## src/szht_pkg.sv

```systemverilog
`timescale 1ns / 1ps
// ----------------------------------------------------------------------------
// szht_pkg
// Shared types and constants for the screen zone hit table unit.
// ----------------------------------------------------------------------------
package szht_pkg;

  // default sizes, overridden through the top level parameters
  localparam int unsigned MAX_ZONES_DEF  = 64;
  localparam int unsigned COORD_BITS_DEF = 16;

  // fixed field widths
  localparam int unsigned FUNC_W   = 2;
  localparam int unsigned ZNUM_W   = 7;
  localparam int unsigned SCREEN_W = 3;

  // highest zone number the 7-bit fields can name
  localparam int unsigned ZONE_LIMIT = (2 ** ZNUM_W) - 1;

  // depth of the queue between front and back
  localparam int unsigned QUEUE_DEPTH = 2;

  // operation codes on the func field
  localparam logic [FUNC_W-1:0] FUNC_QUERY = 2'd0;
  localparam logic [FUNC_W-1:0] FUNC_SET   = 2'd1;
  localparam logic [FUNC_W-1:0] FUNC_RESET = 2'd2;

  // classified operation handed to the back end
  typedef enum logic [1:0] {
    OP_QUERY,
    OP_SET,
    OP_CLEAR,
    OP_NOP
  } op_e;

  // control part of one queued transaction
  typedef struct packed {
    op_e                 op;
    logic                range_err;
    logic [ZNUM_W-1:0]   idx;
    logic [ZNUM_W-1:0]   count;
    logic [SCREEN_W-1:0] screen;
  } ctrl_t;

  localparam int unsigned CTRL_W = $bits(ctrl_t);

endpackage

```

## src/szht_front.sv

```systemverilog
`timescale 1ns / 1ps
// ----------------------------------------------------------------------------
// szht_front
// Holds the zone count register and classifies incoming transactions:
// decodes the operation, clamps the count and checks the zone number.
// ----------------------------------------------------------------------------
module szht_front
  import szht_pkg::*;
#(
  parameter int unsigned MAX_ZONES  = MAX_ZONES_DEF,
  parameter int unsigned COORD_BITS = COORD_BITS_DEF
) (
  input  logic                         clk_i,
  input  logic                         rst_ni,
  input  logic                         cfg_we_i,
  input  logic [ZNUM_W-1:0]            cfg_wdata_i,
  input  logic [FUNC_W-1:0]            func_i,
  input  logic [ZNUM_W-1:0]            zone_number_i,
  input  logic [SCREEN_W-1:0]          screen_i,
  input  logic signed [COORD_BITS-1:0] left_i,
  input  logic signed [COORD_BITS-1:0] top_i,
  input  logic signed [COORD_BITS-1:0] right_i,
  input  logic signed [COORD_BITS-1:0] bottom_i,
  input  logic signed [COORD_BITS-1:0] point_x_i,
  input  logic signed [COORD_BITS-1:0] point_y_i,
  output logic [CTRL_W+4*COORD_BITS-1:0] item_o
);

  localparam int unsigned TBL_DEPTH = (MAX_ZONES < ZONE_LIMIT) ? MAX_ZONES : ZONE_LIMIT;
  localparam logic [ZNUM_W-1:0] TBL_DEPTH_Z = ZNUM_W'(TBL_DEPTH);

  logic [ZNUM_W-1:0]       zin_q;
  logic [ZNUM_W-1:0]       count;
  ctrl_t                   ctrl;
  logic [4*COORD_BITS-1:0] data;

  // zone count register
  always_ff @(posedge clk_i or negedge rst_ni) begin
    if (!rst_ni) begin
      zin_q <= '0;
    end else if (cfg_we_i) begin
      zin_q <= cfg_wdata_i;
    end
  end

  // count clamped to the table size
  assign count = (zin_q > TBL_DEPTH_Z) ? TBL_DEPTH_Z : zin_q;

  // classify the transaction
  always_comb begin
    ctrl.range_err = (zone_number_i == '0) || (zone_number_i > count);
    ctrl.idx       = zone_number_i - ZNUM_W'(1);
    ctrl.count     = count;
    ctrl.screen    = screen_i;
    data           = {left_i, top_i, right_i, bottom_i};
    unique case (func_i)
      FUNC_QUERY: begin
        ctrl.op = OP_QUERY;
        data    = {point_x_i, point_y_i, {(2*COORD_BITS){1'b0}}};
      end
      FUNC_SET:   ctrl.op = OP_SET;
      FUNC_RESET: ctrl.op = OP_CLEAR;
      default:    ctrl.op = OP_NOP;
    endcase
  end

  assign item_o = {ctrl, data};

endmodule

```

## config.mk

```make
export PLATFORM = sky130hd
export DESIGN_NAME = szht_front
export DESIGN_NICKNAME = d
export VERILOG_FILES = /design/src/szht_pkg.sv /design/src/szht_front.sv
export SDC_FILE = /design/constraint.sdc
export NUM_CORES = 1
export LEC_CHECK = 0
export BUFFER_PORTS_ARGS = -buffer_cell sky130_fd_sc_hd__buf_2
export CELL_PAD_IN_SITES_DETAIL_PLACEMENT = 2
export CELL_PAD_IN_SITES_GLOBAL_PLACEMENT = 2
export CORE_MARGIN = 5
export CORE_UTILIZATION = 13
export DETAILED_ROUTE_END_ITERATION = 6
export PLACE_DENSITY = 0.84
export SYNTH_ARGS = -nofsm -noshare
export SYNTH_HDL_FRONTEND = slang
export SYNTH_SLANG_ARGS = --single-unit
```

## constraint.sdc

```tcl
create_clock -name clk_i -period 2.45 [get_ports clk_i]
set_input_delay 0.49 -clock clk_i [delete_from_list [all_inputs] [get_ports clk_i]]
set_output_delay 0.49 -clock clk_i [all_outputs]
set_load 0.1 [all_outputs]
```

==> results by group <==
Pwr
  • Total power: 1.664 mW
  • Worst ir drop on vdd: 0.2832 mV
  • Clock share of power: 9.5%
  • Sequential Power Share: 8.2%
  • Switch share: about three fifths
  • Int Pwr: 0.6391 mW
  • PD cells: about 540 mW/mm^2
  • P_leak: 1.541 nW
  • Switch Pwr: a little over 1 mW
  • Combinational power share: 82.3%

Global routing
  • Initial antenna violation count: 0
  • Total track usage: 12.30%
  • Largest net degree at the start of global routing: 46
  • Vias in the first global route: about 2000
  • Congestion Overflow GR: 0
  • First-pass GRT wire length: 10810 um

Synthesis
  • Post-synthesis sequential area ratio: 14.13%
  • Post-Syn Area: 0.001240 mm^2
  • Largest cells by area after synthesis: mux2_2 35%, nor2b_1 17%, dfrtp_1 14%, ha_1 9.1%, buf_8 3.6%
  • Gate Count Post-Synth: 140
  • Top FF cell, synth: dfrtp_1
  • Syn Area/Cell: 8.857 um^2
  • Number of distinct library cells after synthesis: 23
  • Ys Warns: 0
  • Most frequent cells after synthesis: 38 x mux2_2, 33 x nor2b_1, 10 x nand2_1
  • Post-synth EDFFs: 0
  • Share of flip-flops with an asynchronous set or reset: 100.0%
  • Seq cells post-synth: 7
  • Top-count cell post-synth: mux2_2
  • Synthesized Nets: 267
  • Yosys top cell by area: mux2_2
  • Top cell type's share of synthesized area: 34.51%

Drt
  • Routed via count: ~1700
  • Vias per cell: 3.759
  • Post-DR wirelength/cell: 16.93 um
  • Remaining antenna violation count: 0
  • WL final: 7736 um
  • Initial detailed-routing violation count: 26
  • Length of the first detailed-routing pass in iterations: 4
  • Number of remaining DRC errors: 0

Floorplan
  • Die area: around 0.012 mm^2
  • # IOs: between 200 and 250
  • FP Rows: 35
  • Die H: 107.7 um
  • Core Footprint: between 0.009 and 0.01 mm^2
  • Starting Density: 13.36%
  • Die width: between 100 and 150 um

Clock network
  • TritonCTS clock tree: built
  • Setup bufs post-CTS: 0
  • Clock sinks: 7
  • Hold_buf cts: 0
  • H-tree levels: 1
  • Worst-path clk slew: roughly 40 ps
  • Clock latency on the worst-skew pair: 220 ps
  • CTS buffer count: 3
  • Cell at the root of the clock tree: clkbuf_8
  • Max clock buf depth: 2

STA
  • Fin Clk Skew: 0 ps
  • Setup violators final: 0
  • Fin crit period: between 2000 and 2500 ps
  • Final hold viol count: 0
  • WHS: a little under 90 ps
  • Fmax: 0.4314 GHz
  • Unrepaired setup endpoints after global routing: false
  • Worst slew pin tran: 501.9 ps
  • Fraction of the cycle the final worst path needs: 94.62%
  • Slew Limit Headroom: between 60% and 70%
  • Setup WS post-layout: ~130 ps
  • Max Slew Vio Count: 0

Worst setup path
  • Critical Path Start Type: flop
  • Crit path arrival time: ~1800 ps
  • Crit path to: item_o[81]
  • Reg2reg start: zin_q[6]
  • R2r endpoint: zin_q[6]
  • Critical-path maximum fanout: 7
  • Internal reg-to-reg setup slack: around 1700 ps
  • WP data required: ~2000 ps
  • Worst setup startpoint: zin_q[6]
  • WS Path Type: reg2out
  • Reg2Reg Depth: 2
  • Critical path capture point type: primary output

Hold path
  • HP Class: in2async

Placement
  • DP Wirelength: 7130 um
  • PortBufs: 195
  • Final Wtd Congestion: approximately 0.7
  • Placed inst area: slightly below 0.003 mm^2
  • Placement Setup Slack: 178.9 ps

Layout
  • Fin area: 0.003054 mm^2
  • Largest regs: zin_q (7)
  • Share of post-route cells with drive strength above 1: 79.88%
  • Synth-to-layout area growth: 146.3%
  • Diode count: 0
  • Largest reg by FF count: zin_q
  • Fillers: 1064
  • Max reg flops: 7
  • Nets@finish: between 400 and 500

Run
  • Max-Cap Viols: 0

Status
  • Outcome: finished, final reports clean
## power by group through the flow
stage          registers (mW)  clock network [mW]  logic (mW)
3_5_place_dp            0.137                   0        1.36
6_report                0.137               0.159        1.37
2_1_floorplan           0.134                   0       0.962
4_1_cts                 0.136               0.166        1.36
5_1_grt                 0.138               0.174        1.42
3_3_place_gp            0.137                   0        1.33
## final cells by class
class                           count  area, um^2  share of cell area, %
Clock buffer                        4       45.04                  1.475
Inverter                            9       40.04                  1.311
Multi-Input combinational cell    111        1089                  35.64
Sequential cell                     7       175.2                  5.735
Timing Repair Buffer              197        1544                  50.55
Tap cell                          129       161.4                  5.285
## how the worst min path moves through the flow
| stage | start | end | depth (start not counted) |
|---|---|---|---|
| 4_1_cts | rst_ni | zin_q[4] | 1 |
| 6_report | rst_ni | zin_q[4] | 1 |
| 5_1_grt | rst_ni | zin_q[4] | 1 |
| 2_1_floorplan | rst_ni | zin_q[0] | 0 |
| 3_3_place_gp | rst_ni | zin_q[4] | 1 |
| 3_5_place_dp | rst_ni | zin_q[3] | 1 |
## layout by cell type, fill, tap and decap left out, types with 2 or more instances in the layout
cell type	instances
nor2b_2	2
a21oi_2	3
nand2_1	6
buf_12	37
ha_4	3
buf_2	159
nand3b_1	2
xor2_2	2
mux2_2	38
ha_1	5
clkbuf_8	3
nor2b_1	30
xnor2_4	2
inv_1	7
dfrtp_1	7
nand2_2	3
## repair_timing
item                                    4_1_cts  5_1_grt
gates resized for setup                       1       12
pin swaps                                     0        2
endpoints found under the setup margin        1        1
## per-stage QoR
stage | setup TNS [ps] | util [%] | instances
after floorplan | -3062 | - | 140
after global placement | 0 | 31.71 | 453
after detailed placement | 0 | 31.71 | 453
after CTS | 0 | 32.20 | 457
after global routing | 0 | 32.90 | 457
final | 0 | 32.90 | 457
## metal layers
layer	global-route usage [%]	up-vias	routed length, um
li1	-	838	-
met1	11.54	799	2560
met2	26.73	74	4677
met3	2.220	7	441
met4	2.344	0	57
met5	0	-	0
## logic make-up (layout without fill, tap and decap cells)
kind of cell | Yosys count | in the layout | synth area share, %
buf+inv | 22 | 210 | 10.70
mux | 38 | 38 | 34.51
compound gates | 7 | 7 | 2.927
xor+xnor | 5 | 5 | 3.532
simple gates | 52 | 52 | 25.13
fa+ha+maj | 9 | 9 | 9.082
flops | 7 | 7 | 14.13
## worst max-delay path, stage by stage (launching register included)
cell and delay, ps:
dfrtp_1 430, inv_4 90, ha_1 320, a21oi_1 190, o21ai_1 120, o22ai_2 220
nand2_4 70, buf_12 160
Note: power is estimated with default switching activity, not from simulation.
