==> config.mk <==
export PLATFORM = sky130hd
export DESIGN_NAME = szht_queue
export DESIGN_NICKNAME = d
export VERILOG_FILES = /design/src/szht_pkg.sv /design/src/szht_queue.sv
export SDC_FILE = /design/constraint.sdc
export NUM_CORES = 1
export LEC_CHECK = 0
export BUFFER_PORTS_ARGS = -buffer_cell sky130_fd_sc_hd__buf_4
export CAP_MARGIN = 20
export CORE_ASPECT_RATIO = 1.2
export CORE_MARGIN = 8
export CORE_UTILIZATION = 54
export DETAILED_ROUTE_END_ITERATION = 16
export GPL_TIMING_DRIVEN = 0
export PLACE_DENSITY = 0.82
export SLEW_MARGIN = 20
export SYNTH_ARGS = -nofsm -noshare
export SYNTH_HDL_FRONTEND = slang
export SYNTH_SLANG_ARGS = --single-unit
==> constraint.sdc <==
create_clock -name clk_i -period 5.7 [get_ports clk_i]
set_input_delay 0.57 -clock clk_i [delete_from_list [all_inputs] [get_ports clk_i]]
set_output_delay 0.57 -clock clk_i [all_outputs]
set_load 0.01 [all_outputs]
==> src/szht_pkg.sv <==
`timescale 1ns / 1ps
// ----------------------------------------------------------------------------
// szht_pkg
// Shared types and constants for the screen zone hit table unit.
// ----------------------------------------------------------------------------
package szht_pkg;

  // default sizes, overridden through the top level parameters
  localparam int unsigned MAX_ZONES_DEF  = 64;
  localparam int unsigned COORD_BITS_DEF = 16;

  // fixed field widths
  localparam int unsigned FUNC_W   = 2;
  localparam int unsigned ZNUM_W   = 7;
  localparam int unsigned SCREEN_W = 3;

  // highest zone number the 7-bit fields can name
  localparam int unsigned ZONE_LIMIT = (2 ** ZNUM_W) - 1;

  // depth of the queue between front and back
  localparam int unsigned QUEUE_DEPTH = 2;

  // operation codes on the func field
  localparam logic [FUNC_W-1:0] FUNC_QUERY = 2'd0;
  localparam logic [FUNC_W-1:0] FUNC_SET   = 2'd1;
  localparam logic [FUNC_W-1:0] FUNC_RESET = 2'd2;

  // classified operation handed to the back end
  typedef enum logic [1:0] {
    OP_QUERY,
    OP_SET,
    OP_CLEAR,
    OP_NOP
  } op_e;

  // control part of one queued transaction
  typedef struct packed {
    op_e                 op;
    logic                range_err;
    logic [ZNUM_W-1:0]   idx;
    logic [ZNUM_W-1:0]   count;
    logic [SCREEN_W-1:0] screen;
  } ctrl_t;

  localparam int unsigned CTRL_W = $bits(ctrl_t);

endpackage

==> src/szht_queue.sv <==
`timescale 1ns / 1ps
// ----------------------------------------------------------------------------
// szht_queue
// Small first-in first-out queue that decouples the front from the back.
// ----------------------------------------------------------------------------
module szht_queue
  import szht_pkg::*;
#(
  parameter int unsigned WIDTH = CTRL_W,
  parameter int unsigned DEPTH = QUEUE_DEPTH
) (
  input  logic             clk_i,
  input  logic             rst_ni,
  input  logic             push_valid_i,
  output logic             push_ready_o,
  input  logic [WIDTH-1:0] push_data_i,
  output logic             pop_valid_o,
  input  logic             pop_ready_i,
  output logic [WIDTH-1:0] pop_data_o
);

  localparam int unsigned PTR_W = (DEPTH > 1) ? $clog2(DEPTH) : 1;
  localparam int unsigned CNT_W = $clog2(DEPTH + 1);
  localparam logic [CNT_W-1:0] DEPTH_C = CNT_W'(DEPTH);
  localparam logic [PTR_W-1:0] LAST_P  = PTR_W'(DEPTH - 1);

  logic [WIDTH-1:0] slot_q [DEPTH];
  logic [PTR_W-1:0] wr_ptr_q, rd_ptr_q;
  logic [CNT_W-1:0] cnt_q;
  logic             push, pop;

  assign push_ready_o = (cnt_q != DEPTH_C);
  assign pop_valid_o  = (cnt_q != '0);
  assign push         = push_valid_i && push_ready_o;
  assign pop          = pop_valid_o && pop_ready_i;
  assign pop_data_o   = slot_q[rd_ptr_q];

  // pointers and fill count
  always_ff @(posedge clk_i or negedge rst_ni) begin
    if (!rst_ni) begin
      wr_ptr_q <= '0;
      rd_ptr_q <= '0;
      cnt_q    <= '0;
    end else begin
      if (push) begin
        wr_ptr_q <= (wr_ptr_q == LAST_P) ? '0 : wr_ptr_q + PTR_W'(1);
      end
      if (pop) begin
        rd_ptr_q <= (rd_ptr_q == LAST_P) ? '0 : rd_ptr_q + PTR_W'(1);
      end
      unique case ({push, pop})
        2'b10:   cnt_q <= cnt_q + CNT_W'(1);
        2'b01:   cnt_q <= cnt_q - CNT_W'(1);
        default: cnt_q <= cnt_q;
      endcase
    end
  end

  // storage slots
  always_ff @(posedge clk_i) begin
    if (push) begin
      slot_q[wr_ptr_q] <= push_data_i;
    end
  end

endmodule

==> out/results.ini, run 1 <==
[pwr]
p_per_area_nw_per_um2 = 467.4
ir_drop_uv = 320.9
leakage_nw = 0.8030

[worst_setup_path]
crit_family = buffers and inverters
crit_required_ns = 5.13
cpMaxStageDelayCell = dfrtp_1
crit_path_max_incr_delay_ns = 0.38
endpoint_kind = primary output
reg2reg_slack_ns = 3.97
worst_setup_path_start_kind = flop
worstReg2RegStart = cnt_q[0]
cp_max_fo = 10
r2r_cells = 2
crit_type = flop to primary output
crit_chain = buf_2 > mux2_2 > buf_4
crit_buf_inv = 2
r2r-end = slot_q[1][18]
arrival_ns = 1.51

[synth]
netlist_area_um2 = 1632
yosysSeqAreaShare_pct = 79.75
syn_avg_cell_area_um2 = 20.65
synthCells = 79
yosysWarnings = 0
synth.distinct_cells = 13
synthesis.nets = 104
ys_ff_latch = 44

[final_layout]
drive_gt1_share_pct = 55.97
fin_nets = 158
antenna_cells = 0
final_util_pct = 70.33
n_fill_cell = 212
mostFrequentLayoutCell = buf_4
syn_to_final_growth_pct = 28.14
final_cell_mix = buf_4 (45), edfxtp_1 (40), mux2_2 (20)

[grt]
grt-ovfl-total = 0
grt_pass1_vias = 960
grt_pass1_wl_mm = 4.478
grt_antenna_before_repair = 0
track_usage_pct = 11.82
grt_max_degree = 21

[floorplan]
coreArea_um2 = 2973
start_util_pct = 54.88
dieHeight_um = 76.22
die_w_um = 66.18
ioPinCount = 46
die-area_um2 = 5044
rows = 22

[worst_hold_path]
hold_start = push_data_i[11]
holdPathEnd = slot_q[0][11]
hold_depth = 1
hold_class = primary input to flop

[run_status]
run_status = finished, final reports clean

[sta]
slew_headroom_pct = 39.58
setup-tns-final_ns = 0
maxSlewViolCount = 0
period_minus_slack_ns = 2.081
worst_slew_pin_slew_ns = 0.9063
setup_violations = 0
fin_crit_sh_pct = 36.51
skew_ns = 0.004789
grt_setup_unrepaired = no
hold_ws_ns = 0.4079
max_freq_ghz = 0.4805
hold_viol_final = 0

[route]
drt_iter0_markers = 23
wl_mm = 2.808
drc = 0
vias = 852
drt_pass1_iterations = 4
antenna_left = 0
wire_per_inst_um = 16.52
vias_per_cell = 5.012

[job]
cap_violations = 0

[clock_network]
htree_levels = 2
clk_pin_slew_ns = 0.11
clockBufferDepth = 2
clock-root-buffer = clkbuf_4
cts_sinks = 44
cts_tree = done
cts_made_buffers = 5
clock_latency_ns = 0.33

[placed_design]
portBuffers = 45
place_hpwl_mm = 2.131
place_congestion = 0.6334

## report_power, final
group,switching [mW],total [mW],internal [mW]
Clock,0.0850,0.132,0.0475
Sequential,0.0271,0.472,0.445
Combinational,0.173,0.373,0.199
## worst max-delay path by stage
stage | startpoint | to | slack (ns) | depth (start not counted)
global route | rd_ptr_q | pop_data_o[2] | 3.52 | 3
CTS | rd_ptr_q | pop_data_o[16] | 3.57 | 3
floorplan | cnt_q[0] | slot_q[0][0] | 3.74 | 3
global placement | push_valid_i | slot_q[0][17] | 3.28 | 3
detailed placement | push_valid_i | slot_q[1][5] | 3.86 | 2
finish | rd_ptr_q | pop_data_o[16] | 3.62 | 3
## synth_stat cells
cell       n  share of area, %
mux2_2    20                14
or2_1      1              0.38
and3_1     1              0.38
nand2b_1   1              0.38
nand2_1    1              0.23
edfxtp_1  40                74
dfrtp_1    4               6.1
xnor2_1    3               1.6
and2_4     1              0.54
buf_2      2              0.61
nor2_1     2              0.46
xor2_1     2               1.1
ha_1       1              0.77
## through the flow
stage	worst slack (ns)	cells	instance area, µm²	total power, mW
2_1_floorplan	3.738	79	1632	0.6870
3_3_place_gp	3.284	160	2014	0.8374
3_5_place_dp	3.859	161	2032	0.8607
4_1_cts	3.569	170	2091	0.9978
5_1_grt	3.516	170	2091	1.037
6_report	3.619	170	2091	0.9773
## cell type report
cell class | instances | area [µm²] | area share [%]
multi-input cells | 33 | 322.8 | 15.44
flip-flops and latches | 44 | 1301 | 62.24
clock buffers | 7 | 45.04 | 2.154
well taps | 36 | 45.04 | 2.154
plain buffers | 2 | 10.01 | 0.4788
repair buffers | 47 | 362.8 | 17.35
clock inverters | 1 | 3.754 | 0.1795
## logic make-up after synthesis
| kind of cell | count (synthesis) | synth area share [%] |
|---|---|---|
| buffers and inverters | 2 | 0.6135 |
| XOR/XNOR | 5 | 2.685 |
| AND/OR/NAND/NOR | 7 | 2.378 |
| adder cells (fa/ha/maj) | 1 | 0.7667 |
| multiplexers | 20 | 13.80 |
| flip-flops | 44 | 79.75 |
## registers in the layout (all words and copies together) (netlist names)
signal and cells:
cnt_q 2, rd_ptr_q 1, slot_q 40, wr_ptr_q 1
## per-layer routing
layer	part of all wire, %	up-vias	global-route usage [%]
met5	0	-	0
met4	1.3	0	4.497
met3	7.8	4	5.294
met2	53	31	19.85
met1	38	407	12.38
li1	-	410	-
## timing repair
item                                   CTS  global route
endpoints found under the hold margin    4             0
setup endpoints to repair                0             0
resized for setup                        0             0
hold buffers                             1             0
setup buffers                            0             0
Power figures use the tool's default switching activity.
==> run 2, diff against run 1 <==
- CORE_UTILIZATION: 54 -> 50
- PLACE_DENSITY: 0.82 -> 0.77
- clock period: 5.7 -> 2.1 ns (I/O delays scaled with it)
==> out/results.ini, run 2 (synthesized netlist as in run 1, its figures left out) <==
[floorplan]
coreArea_um2 = 3083  ; +3.7%
die-area_um2 = 5354  ; +6.2%
die_w_um = 68.15  ; +3.0%
start_util_pct = 52.92  ; -2.0 points
rows = 22  ; unchanged
dieHeight_um = 78.58  ; +3.1%
ioPinCount = 46  ; unchanged

[grt]
grt-ovfl-total = 0  ; unchanged
grt_pass1_vias = 1039  ; +8.2%
grt_pass1_wl_mm = 4.899  ; +9.4%
grt_max_degree = 21  ; unchanged
track_usage_pct = 12.60  ; +0.78 points
grt_antenna_before_repair = 0  ; unchanged

[route]
drt_pass1_iterations = 4  ; unchanged
dr_wl_met2_mm = 1.627  ; +9.6%
vias = 868  ; +1.9%
vias_per_cell = 5.106  ; +1.9%
drt_iter0_markers = 26  ; +13%
wire_per_inst_um = 17.56  ; +6.3%
drc = 0  ; unchanged
top_layer = met4
drt-met1-wl_mm = 1.028  ; -3.5%
antenna_left = 0  ; unchanged
wl_mm = 2.985  ; +6.3%
wl_met3_um = 266  ; +21%

[pwr]
p_per_area_nw_per_um2 = 1286  ; +180%
leakage_nw = 0.8078  ; +0.60%
seqPwrFrac_pct = 47.6  ; -0.7 points
p_switching_uw = 791.7  ; +180%
power.internal_mw = 1.906  ; +180%
pwr-share-comb_pct = 37.5  ; -0.6 points
p_total_mw = 2.698  ; +180%
clock_power_share_pct = 14.9  ; +1.3 points
ir_drop_uv = 964.0  ; +200%
swShare_pct = 29.35  ; +0.15 points

[final_layout]
n_fill_cell = 234  ; +10%
top_register = slot_q
final_cell_mix = buf_4 (45), edfxtp_1 (40), mux2_2 (20)
mostFrequentLayoutCell = buf_4
antenna_cells = 0  ; unchanged
multi_input_comb_area_um2 = 322.8  ; unchanged
final_util_pct = 68.02  ; -2.3 points
syn_to_final_growth_pct = 28.53
largest_register_ffs = 40  ; unchanged
drive_gt1_share_pct = 56.72  ; +0.75 points
reg_top3 = slot_q x40, cnt_q x2
fin_nets = 158  ; unchanged
seqCellArea_um2 = 1301  ; unchanged

[clock_network]
post-cts-setup-buffer-count = 0  ; unchanged
htree_levels = 2  ; unchanged
cts_tree = done
clk_pin_slew_ns = 0.11  ; about the same
cts_hold_buf = 1  ; unchanged
clock_latency_ns = 0.34  ; about the same
clockBufferDepth = 2  ; unchanged
cts_made_buffers = 5  ; unchanged
clock-root-buffer = clkbuf_4
cts_sinks = 44  ; unchanged
cts_repair_resize_count = 0  ; unchanged

[worst_setup_path]
crit_required_ns = 2.08  ; -3.05 ns
crit_end = slot_q[1][6]
r2r-end = slot_q[1][6]
endpoint_kind = flop
arrival_ns = 1.71  ; +0.20 ns
worst_setup_path_start_kind = flop
r2r_cells = 2  ; unchanged
cp_max_fo = 20  ; +10
crit_type = flop to flop
crit_start = cnt_q[0]
worstReg2RegStart = cnt_q[0]
reg2reg_slack_ns = 0.37  ; -3.60 ns

[sta]
fin_crit_sh_pct = 82.56
worst_slew_pin_slew_ns = 0.9173  ; +0.01100 ns
slew_headroom_pct = 38.85  ; -0.73 points
skew_ns = 0.005597  ; +0.0008074 ns
hold_viol_final = 0  ; unchanged
max_freq_ghz = 0.5768
setup_ws_ns = 0.3663  ; -3.252 ns
setup_violations = 0  ; unchanged
maxSlewViolCount = 0  ; unchanged
grt_setup_unrepaired = no
setup-tns-final_ns = 0  ; unchanged
period_minus_slack_ns = 1.734

[run_status]
run_status = finished, final reports clean

[job]
cap_violations = 0  ; unchanged

[placed_design]
dp_slack_ns = 0.3475  ; -3.511 ns
place_congestion = 0.6655  ; +5.1%
place_hpwl_mm = 2.224  ; +4.4%
portBuffers = 45  ; unchanged

[worst_hold_path]
hold_class = primary input to flop

run 2: cell counts in the layout (fill, tap and decap cells not counted):
Identical to the previous run, type by type.
run 2: final cells by class:
class	count	share of cell area, %
Buffer	2	0.4773
Clock buffer	7	2.625
Clock inverter	1	0.1790
Multi-Input combinational cell	33	15.39
Sequential cell	44	62.05
Tap cell	36	2.148
Timing Repair Buffer	47	17.12
run 2: worst min path at each step:
stage	endpoint	cells after the start	slack (ns)	start
2_1_floorplan	cnt_q[0]	0	-0.09	rst_ni
3_3_place_gp	cnt_q[1]	1	0.008	rst_ni
3_5_place_dp	cnt_q[1]	1	0.01	rst_ni
4_1_cts	slot_q[0][2]	1	0.02	push_data_i[2]
5_1_grt	slot_q[0][8]	1	0.006	push_data_i[8]
6_report	slot_q[0][2]	1	0.04	push_data_i[2]
run 2: through the flow:
stage	hold slack [ns]	cells	cell area [µm²]
after CTS	0.01653	170	2097
after global routing	0.006161	170	2097
after detailed placement	0.01168	161	2028
final	0.04006	170	2097
after floorplan	-0.08559	79	1632
after global placement	0.008457	160	2014
run 2: metal layers:
| layer | global-route usage, % | vias to the layer above |
|---|---|---|
| met5 | 0 | - |
| met4 | 6.160 | 0 |
| met3 | 5.682 | 5 |
| met2 | 21.45 | 32 |
| met1 | 12.42 | 423 |
| li1 | - | 408 |
run 2: worst max-delay path, cell delays in order, from the launching register on:
cell	delay, ns
dfrtp_1	0.42
nand2b_1	0.16
and3_1	0.78
run 2: power groups by stage:
stage	clock network [mW]	logic, mW	registers, mW
final	0.402	1.01	1.28
after global routing	0.454	1.11	1.31
after CTS	0.422	1.04	1.29
after detailed placement	0	1.03	1.31
after global placement	0	0.994	1.29
after floorplan	0	0.587	1.28
==> run 3, diff against run 2 <==
- clock period: 2.1 -> 1.8 ns (I/O delays scaled with it)
==> out/results.ini, run 3 (synthesized netlist as in run 1, its figures left out) <==
[route]
wl_mm = 2.951  ; -1.1%
antenna_left = 0  ; unchanged
drt_iter0_markers = 20  ; -23%
vias_per_cell = 4.851  ; -5.0%
drc = 0  ; unchanged
drt_pass1_iterations = 4  ; unchanged
vias = 912  ; +5.1%
wire_per_inst_um = 15.70  ; -11%

[clock_network]
clock-root-buffer = clkbuf_4
cts_made_buffers = 5  ; unchanged
clk_pin_slew_ns = 0.11  ; about the same
clockBufferDepth = 2  ; unchanged
htree_levels = 2  ; unchanged
cts_tree = done
post-cts-setup-buffer-count = 0  ; unchanged
clock_latency_ns = 0.34  ; about the same
cts_sinks = 44  ; unchanged

[floorplan]
start_util_pct = 52.92  ; unchanged
coreArea_um2 = 3083  ; unchanged
dieHeight_um = 78.58  ; unchanged
ioPinCount = 46  ; unchanged
die-area_um2 = 5354  ; unchanged
rows = 22  ; unchanged
die_w_um = 68.15  ; unchanged

[worst_setup_path]
cp_max_fo = 10  ; -50%
crit_start = rd_ptr_q
arrival_ns = 1.52  ; -0.19 ns
reg2reg_slack_ns = 0.20  ; -0.17 ns
worst_setup_path_start_kind = flop
crit_required_ns = 1.62  ; -0.46 ns
crit_chain = buf_2 > mux2_2 > buf_4
crit_path_max_incr_delay_ns = 0.38  ; -0.40 ns
worstReg2RegStart = cnt_q[0]
crit_type = flop to primary output
endpoint_kind = primary output
cpMaxStageDelayCell = dfrtp_1

[sta]
max_freq_ghz = 0.5889
fin_crit_sh_pct = 94.34
skew_ns = 0.008067  ; +0.002470 ns
worst_slew_pin_slew_ns = 0.5912  ; -0.3261 ns
hold_viol_final = 0  ; unchanged
maxSlewViolCount = 0  ; unchanged
slew_headroom_pct = 60.49  ; +22 points
period_minus_slack_ns = 1.698
hold_ws_ns = 0.02504  ; -0.01503 ns
setup_violations = 0  ; unchanged
grt_setup_unrepaired = no

[job]
cap_violations = 0  ; unchanged

[pwr]
leakage_nw = 0.8753  ; +8.4%
clock_power_share_pct = 13.6  ; -1.3 points
p_per_area_nw_per_um2 = 1374  ; +6.8%
ir_drop_uv = 1202  ; +25%
swShare_pct = 29.50  ; +0.15 points
p_switching_uw = 921.2  ; +16%
seqPwrFrac_pct = 48.1  ; +0.5 points
pwr-share-comb_pct = 38.4  ; +0.9 points
power.internal_mw = 2.202  ; +16%

[final_layout]
antenna_cells = 0  ; unchanged
fin_nets = 176  ; +11%
top_register = slot_q
final_cell_mix = buf_4 (45), edfxtp_1 (40), mux2_2 (20), dlygate4sd3_1 (20), clkbuf_4 (5)
largest_register_ffs = 40  ; unchanged
mostFrequentLayoutCell = buf_4
syn_to_final_growth_pct = 39.26
reg_top3 = slot_q x40, cnt_q x2
drive_gt1_share_pct = 49.34  ; -7.4 points
stdcell_count = 188  ; +11%

[worst_hold_path]
hold_start = push_data_i[14]
hold_class = primary input to flop

[grt]
track_usage_pct = 11.25  ; -1.3 points
grt_pass1_vias = 947  ; -8.9%
grt_max_degree = 21  ; unchanged
grt-ovfl-total = 0  ; unchanged
grt_antenna_before_repair = 0  ; unchanged
grt_pass1_wl_mm = 4.374  ; -11%

[placed_design]
dp.cells = 160  ; -0.62%
place_congestion = 0.6408  ; -3.7%
place_hpwl_mm = 2.066  ; -7.1%
portBuffers = 45  ; unchanged

[run_status]
run_status = finished, final reports clean

-- run 3: timing repair --
item,in CTS,in global routing
setup endpoints to repair,25,0
resized for setup,2,0
hold endpoints to repair,21,20
hold buffers,10,10
-- run 3: layout make-up --
type	count	area [µm²]
well taps	36	45.04
fillers	213	810.8
flip-flops and latches	44	1301
multi-input cells	33	329.1
repair buffers	65	538.0
clock buffers	7	45.04
plain buffers	2	10.01
clock inverters	1	3.754
-- run 3: path summary, 6_finish.rpt --
path                                  to  depth (start not counted)
setup reg to reg           slot_q[0][10]                          3
setup / recovery           pop_data_o[1]                          3
min in group asynchronous       cnt_q[0]                          2
hold reg to reg                 cnt_q[0]                          1
hold / removal             slot_q[0][14]                          1
max in group asynchronous       cnt_q[1]                          2
-- run 3: routing by layer --
metal  vias up  GRT usage (%)  wire (µm)
met4         0          4.312         44
met5         -              0          0
li1        445              -          -
met3         5          5.824        278
met1       428          12.17       1092
met2        34          18.06       1535
-- run 3: critical path: cells and delay by family, from the launching register on --
| family | cells | cell delay [ns] |
|---|---|---|
| buf+inv | 2 | 0.42 |
| flops | 1 | 0.38 |
| mux | 1 | 0.38 |
-- run 3: power groups by stage --
stage	sequential, mW	combinational (mW)	clock, mW
floorplan	1.49	0.687	0
detailed placement	1.53	1.18	0
CTS	1.50	1.21	0.448
finish	1.50	1.20	0.424
global placement	1.51	1.17	0
global route	1.53	1.30	0.480
-- run 3: stage by stage --
stage	setup TNS, ns	total power [mW]	instance area (µm²)	worst slack (ns)	utilization, %
global placement	-1.658	2.673	2017	-0.08360	65.42
detailed placement	-2.695	2.708	2017	-0.1356	65.42
floorplan	0	2.179	1634	0.1583	-
CTS	0	3.160	2172	0.06932	70.45
global route	0	3.305	2272	0.02067	73.70
finish	0	3.123	2272	0.1019	73.70
